--- config.mk ---
export PLATFORM = sky130hd
export DESIGN_NAME = asep_angle
export DESIGN_NICKNAME = d
export VERILOG_FILES = /design/src/asep_pkg.sv /design/src/asep_angle.sv
export SDC_FILE = /design/constraint.sdc
export NUM_CORES = 1
export LEC_CHECK = 0
export BUFFER_PORTS_ARGS = -buffer_cell sky130_fd_sc_hd__buf_2
export CORE_ASPECT_RATIO = 1.5
export CORE_MARGIN = 4
export CORE_UTILIZATION = 50
export DETAILED_ROUTE_END_ITERATION = 16
export PLACE_DENSITY = 0.77
export SYNTH_ARGS = -nofsm -noshare
export SYNTH_HDL_FRONTEND = slang
export SYNTH_SLANG_ARGS = --single-unit
--- constraint.sdc ---
create_clock -name clk_i -period 3.2 [get_ports clk_i]
set_clock_uncertainty 0.1 [all_clocks]
set_input_delay 0.16 -clock clk_i [delete_from_list [all_inputs] [get_ports clk_i]]
set_output_delay 0.16 -clock clk_i [all_outputs]
set_load 0.02 [all_outputs]
--- src/asep_pkg.sv ---
// ----------------------------------------------------------------------------
// asep_pkg
// shared widths, constants and the cordic arctangent table
// ----------------------------------------------------------------------------
`default_nettype none

package asep_pkg;

  localparam int unsigned ANGLE_FRAC_BITS_DEF   = 20;
  localparam int unsigned CORDIC_ITERATIONS_DEF = 24;

  // wide angle in degrees times 2^32
  localparam int unsigned WIDE_W = 64;
  // reduced angle / cordic z, degrees times 2^32
  localparam int unsigned Z_W    = 42;
  // cordic x and y in q30
  localparam int unsigned XY_W   = 33;
  // haversine term in q30, 0 to 1
  localparam int unsigned A_W    = 31;
  // square root operand and remainder
  localparam int unsigned SQ_W   = 62;
  localparam int unsigned SQ_STEPS = 31;
  localparam int unsigned ROOT_W = 31;
  // modulo 360 reduction: upper part of the angle taken modulo 45
  localparam int unsigned LO_W      = 35;
  localparam int unsigned HI_W      = 30;
  localparam int unsigned RED_STEPS = 24;
  localparam int unsigned SEP_W     = 28;

  typedef logic signed [WIDE_W-1:0] wide_t;
  typedef logic signed [Z_W-1:0]    zang_t;
  typedef logic signed [XY_W-1:0]   xy_t;

  localparam logic [HI_W-1:0] HI_OFFSET = 30'd377487360;  // 45 * 2^23
  localparam logic [HI_W-1:0] MOD_BASE  = 30'd45;

  localparam zang_t DEG_FULL    = 42'sd1546188226560;
  localparam zang_t DEG_HALF    = 42'sd773094113280;
  localparam zang_t DEG_QUARTER = 42'sd386547056640;

  localparam xy_t GAIN_Q30 = 33'sd652032874;
  localparam logic [A_W-1:0] ONE_Q30 = 31'd1073741824;

  localparam longint unsigned SEP_FIELD_MAX = 64'd268435455;
  localparam logic [39:0] RAD_IN_DEG_Q32 = 40'd246083499208;

  // atan(2^-i) in degrees times 2^32
  function automatic logic [39:0] atan_step(input int unsigned i);
    logic [39:0] v;
    case (i)
      0:  v = 40'd193273528320;
      1:  v = 40'd114096026022;
      2:  v = 40'd60285206653;
      3:  v = 40'd30601712202;
      4:  v = 40'd15360239180;
      5:  v = 40'd7687607525;
      6:  v = 40'd3844741810;
      7:  v = 40'd1922488225;
      8:  v = 40'd961258780;
      9:  v = 40'd480631223;
      10: v = 40'd240315841;
      11: v = 40'd120157949;
      12: v = 40'd60078978;
      13: v = 40'd30039489;
      14: v = 40'd15019745;
      15: v = 40'd7509872;
      default: v = RAD_IN_DEG_Q32 >> i;
    endcase
    return v;
  endfunction

endpackage

`default_nettype wire

--- src/asep_angle.sv ---
// ----------------------------------------------------------------------------
// asep_angle
// pipelined reduction of a wide angle into [-90, 90] degrees with fold flag
// ----------------------------------------------------------------------------
`default_nettype none

module asep_angle (
  input  wire logic           clk_i,
  input  wire logic           en_i,
  input  wire asep_pkg::wide_t ang_i,
  output asep_pkg::zang_t     z_o,
  output logic                neg_o
);

  localparam int unsigned N = asep_pkg::RED_STEPS;

  logic [asep_pkg::HI_W-1:0] v_q  [N];
  logic [asep_pkg::LO_W-1:0] lo_q [N];

  // upper part made positive by adding a multiple of 45
  logic [asep_pkg::HI_W-1:0] hi_u;
  assign hi_u = asep_pkg::HI_W'($signed(ang_i[asep_pkg::WIDE_W-1:asep_pkg::LO_W]))
              + asep_pkg::HI_OFFSET;

  for (genvar j = 0; j < N; j++) begin : g_step
    logic [asep_pkg::HI_W-1:0] vi, sub;
    logic [asep_pkg::LO_W-1:0] li;
    if (j == 0) begin : g_first
      assign vi = hi_u;
      assign li = ang_i[asep_pkg::LO_W-1:0];
    end else begin : g_next
      assign vi = v_q[j-1];
      assign li = lo_q[j-1];
    end
    assign sub = asep_pkg::MOD_BASE << (N - 1 - j);
    always_ff @(posedge clk_i) begin
      if (en_i) begin
        v_q[j]  <= (vi >= sub) ? vi - sub : vi;
        lo_q[j] <= li;
      end
    end
  end

  // wrap to [-180, 180) then fold by 180 degrees
  asep_pkg::zang_t m, r, f;
  logic            fneg;
  always_comb begin
    m    = asep_pkg::Z_W'({v_q[N-1][5:0], lo_q[N-1]});
    r    = (m >= asep_pkg::DEG_HALF) ? m - asep_pkg::DEG_FULL : m;
    f    = r;
    fneg = 1'b0;
    if (r > asep_pkg::DEG_QUARTER) begin
      f    = r - asep_pkg::DEG_HALF;
      fneg = 1'b1;
    end else if (r < -asep_pkg::DEG_QUARTER) begin
      f    = r + asep_pkg::DEG_HALF;
      fneg = 1'b1;
    end
  end

  always_ff @(posedge clk_i) begin
    if (en_i) begin
      z_o   <= f;
      neg_o <= fneg;
    end
  end

endmodule

`default_nettype wire

After elaboration in Yosys (flattened, before gate mapping)
Memories as Yosys holds them, arrays and structs flattened.
Cells that the tools add are included.

word-level totals
  word-level logic and storage cells = 89
  register bits = 43
  output and inout bits = 43
  RAM bits = 1560
  memories = 2

operators by class
  magnitude comparators = 27
  add/sub/neg operators = 28
  multiplexer cells = 30

memory list
  memory  words  width  rd ports  clocked after memory_dff  write ports  line              source
  lo_q    24     35     24        0                         24           asep_angle.sv:18  logic [asep_pkg::LO_W-1:0] lo_q [N];
  v_q     24     30     24        0                         24           asep_angle.sv:17  logic [asep_pkg::HI_W-1:0] v_q [N];

operator list
  kind                                                          number
  two-way mux 30 bit                                            24
  two-way mux 42 bit                                            3
  adder 42 x 41 -> 42 bit, second input constant                1
  > comparator 42 x 40 -> 1 bit, second input constant          1
  less-than comparator 42 x 40 -> 1 bit, second input constant  1
  subtractor 41 x 41 -> 42 bit, second input constant           1
  subtractor 42 x 41 -> 42 bit, second input constant           1
  >= comparator 41 x 40 -> 1 bit, second input constant         1
  adder 30 x 29 -> 30 bit, second input constant                1
  >= comparator 30 x 10 -> 1 bit, second input constant         1
  >= comparator 30 x 11 -> 1 bit, second input constant         1
  >= comparator 30 x 12 -> 1 bit, second input constant         1
  >= comparator 30 x 13 -> 1 bit, second input constant         1
  >= comparator 30 x 14 -> 1 bit, second input constant         1
  >= comparator 30 x 15 -> 1 bit, second input constant         1
  >= comparator 30 x 16 -> 1 bit, second input constant         1
  >= comparator 30 x 17 -> 1 bit, second input constant         1
  >= comparator 30 x 18 -> 1 bit, second input constant         1
  >= comparator 30 x 19 -> 1 bit, second input constant         1
  >= comparator 30 x 20 -> 1 bit, second input constant         1
  >= comparator 30 x 21 -> 1 bit, second input constant         1
  >= comparator 30 x 22 -> 1 bit, second input constant         1
  >= comparator 30 x 23 -> 1 bit, second input constant         1
  >= comparator 30 x 24 -> 1 bit, second input constant         1
  other kinds (34)                                              36

Depth between registers and ports, before layout
An unclocked memory read counts as a cell.

  depth in word-level cells = 6
  depth in mapped cells = 14
  mapped depth without buffers = 13

Worst setup path before layout
OpenSTA, ideal clock, no wires.

  kind = reg-to-reg
  from = mem v_q[2][210] (netlist bit)
  to = reg z_o[35], data pin
  buffers on the path = 1
  arrival time = 2.957 ns
  cell stages (with the launch flop) = 14
  library setup time = 0.258 ns
  path slack = -0.115 ns
  path through = edfxtp_1 > clkbuf_1 > and4bb_2 > nand2_1 > or4_1 > nand2_1 > o21a_1 > ha_1 > a21oi_1 > a41oi_1 > a21oi_1 > o32a_1 > or2_2 > o221a_2

RTL lines
  element               line              source
  start, declared       asep_angle.sv:17
  end signal, assigned  asep_angle.sv:63  z_o <= f;
  end, declared         asep_angle.sv:11  output asep_pkg::zang_t z_o,

==> flow_summary.ini <==
[logic_synthesis]
yosys_warnings = 0
synth-async-reset-ratio_pct = 0
syn_inst = 3128
synth_seq_cells = 1579
synth_edf_count = 1579
postSynthAreaPerCell_um2 = 18.3
synth-main-ff-cell = edfxtp_1
syn-num-nets = 3235
seq_area_frac_synth_pct = 82.9
synth_area_um2 = 57200
synth_cell_types = 74

[final_layout]
multiInputGateArea_um2 = 10000
areaGrowthSynthToFinish_pct = 17.2
fillers = 7813
regArea_um2 = 47400
final_cell_mix = 1,579 x edfxtp_1, 211 x nor2_1, 210 x xor2_1
drive_gt1_share_pct = 15.3
final_common_cell = edfxtp_1
layout.nets = 3722
stdcell_area_um2 = 67000
antennaDiodeCount = 0

[hold_path]
min_from = ang_i[49]
whs_endpoint = v_q[0][14]
hold_class = in2reg
holdPathStages = 2

[grt]
grt_pass1_vias = 28222
grt_max_degree = 181
overflow = 0
grt_use_total_pct = 14.2
antenna_found_initial = 0
grt_pass1_wl_um = 138000

[worst_setup_path]
r2r_start = lo_q[2][252]
path_max_fanout = 3
required_ps = 3560
crit_type = reg2reg
r2r_end = z_o[35]
ff2ff_path_depth = 12
critPathCaptureType = register
r2r_slack_ps = -90
startpoint_type = register
worstPathArrival_ps = 3650

[floorplan]
core_area_um2 = 113000
start_util_pct = 50.5
die_w_um = 284
fp-row-count = 151
dieArea_um2 = 120000
pin_count = 109
fp.dieH_um = 422

[sta]
slew_violations = 0
rsz0062_at_grt = true
min_period_ps = 3290
fmaxAchievable_ghz = 0.304
postLayoutSetupSlackWorst_ps = -86.6
hold_slack_ps = 41.1
final-hold-violation-count = 0
max_slew.worst_pin.slew_ps = 1490
relSlewSlack_pct = 0.483
finalCritPeriodShare_pct = 103
setup_viol = 10

[pwr]
ir_drop_mv = 0.558
powerDensity_nw_per_um2 = 674
p_leak_nw = 23.3

[placement]
gp_congestion = 0.843
port_buffers = 108
placed_cell_area_um2 = 60800
hpwlAfterDp_um = 53200

[drt]
drt_iter0_drc = 1660
totalWireLength_um = 86500
vias_per_cell = 5.22
via_count = 27028
postRouteAntennaNets = 0
drc = 0
post_drt_wl_per_cell_um = 16.7
dr.pass1.iters = 5

[clock_tree]
cts_buffers = 143
clock-root-buffer = clkbuf_16
tritoncts = yes
cts_buffer_depth = 3
path_clk_slew_ps = 70
htreeDepth = 4
clk_latency_ps = 720
clock-sinks = 1579

[run]
max-cap-violations = 1

[status]
violations = capacitance limit, setup timing
status = complete, but fails checks
[how the worst max path moves through the flow]
stage | start | to | cells after the start
6_report | lo_q[2][252] | z_o[35] | 12
5_1_grt | lo_q[2][252] | z_o[35] | 12
4_1_cts | lo_q[2][271] | z_o[35] | 12
3_5_place_dp | lo_q[2][253] | z_o[37] | 13
3_3_place_gp | lo_q[2][252] | z_o[35] | 12
2_1_floorplan | v_q[2][102] | v_q[2][145] | 9
[synth_stat cells (all sizes together), types with 11 or more instances]
cell type  instances  area, µm²
a21oi             36        180
xnor2            152       1330
nand4             18        113
clkbuf            16       60.1
nand2b            32        200
or4               42        327
nor3             100        500
inv               67        251
o21bai            15        113
nor2             219        825
edfxtp          1579      47400
ha                41        513
nor4             103        644
or2               13       81.3
nor3b             11       82.6
or3               17        108
a31oi             13       81.3
nand2            169        647
nand3             47        235
o21ai             72        368
xor2             210       1840
nand3b            15        113
[repair_timing]
item / in CTS / in global routing
gates cloned: 1 / 0
buffers inserted: 5 / 10
endpoints found under the setup margin: 30 / 84
hold buffers: 99 / 0
pin swaps: 16 / 28
hold endpoints to repair: 341 / 0
resized for setup: 21 / 72
[logic make-up (layout without fill, tap and decap cells)]
family / Yosys count / in the layout / synth area share (%)
xor+xnor: 362 / 362 / 5.54
buf+inv: 87 / 685 / 0.579
simple gates: 840 / 841 / 7.57
compound gates: 210 / 210 / 2.39
fa+ha+maj: 41 / 41 / 0.896
mux: 9 / 9 / 0.160
flops: 1579 / 1579 / 82.9
[per-layer routing]
| layer | routed length (µm) | vias to the layer above | global-route usage [%] |
|---|---|---|---|
| met5 | 0 | - | 0 |
| met4 | 4230 | 0 | 7.58 |
| met3 | 2880 | 246 | 2.47 |
| met2 | 50700 | 557 | 28.9 |
| met1 | 28700 | 13243 | 13.2 |
| li1 | - | 12982 | - |
[registers in the layout, summed over array words and instances, names as in the netlist]
register and count:
lo_q 840, v_q 696, z_o 42, neg_o 1
[report_power, final]
part	switching, mW	internal (mW)	total, mW
sequential	0.899	24.8	25.7
combinational	1.71	1.26	2.96
clock	7.06	9.52	16.6
total	9.67	35.5	45.2
[through the flow]
| stage | util [%] | TNS [ps] | cells | power (mW) | worst slack [ps] |
|---|---|---|---|---|---|
| 2_1_floorplan | - | -1150 | 3128 | 27.4 | -69.0 |
| 3_3_place_gp | 53.7 | -841 | 4810 | 28.5 | -243 |
| 3_5_place_dp | 53.7 | -1610 | 4810 | 28.8 | -282 |
| 4_1_cts | 58.7 | -518 | 5172 | 45.5 | -144 |
| 5_1_grt | 59.1 | -2750 | 5180 | 47.0 | -229 |
| 6_report | 59.1 | -186 | 5180 | 45.2 | -86.6 |
[worst max-delay path: stages (launching register included)]
cell,delay [ps]
edfxtp_1,390
nor4_2,300
nand3_1,210
or4_4,570
nand2_2,80
o21a_1,190
ha_2,200
a21oi_2,50
a41oi_2,160
a21oi_2,70
o32a_1,210
or2_4,250
o221a_4,250
[area by class of cell]
cell class,instances,share of cell area [%]
timing repair buffer,361,4.36
inverter,67,0.375
clock inverter,83,1.23
sequential,1579,70.7
clock buffer,174,5.64
tap,1453,2.71
multi-input combinational,1463,15.0
Note: power is estimated with default switching activity, not from simulation.
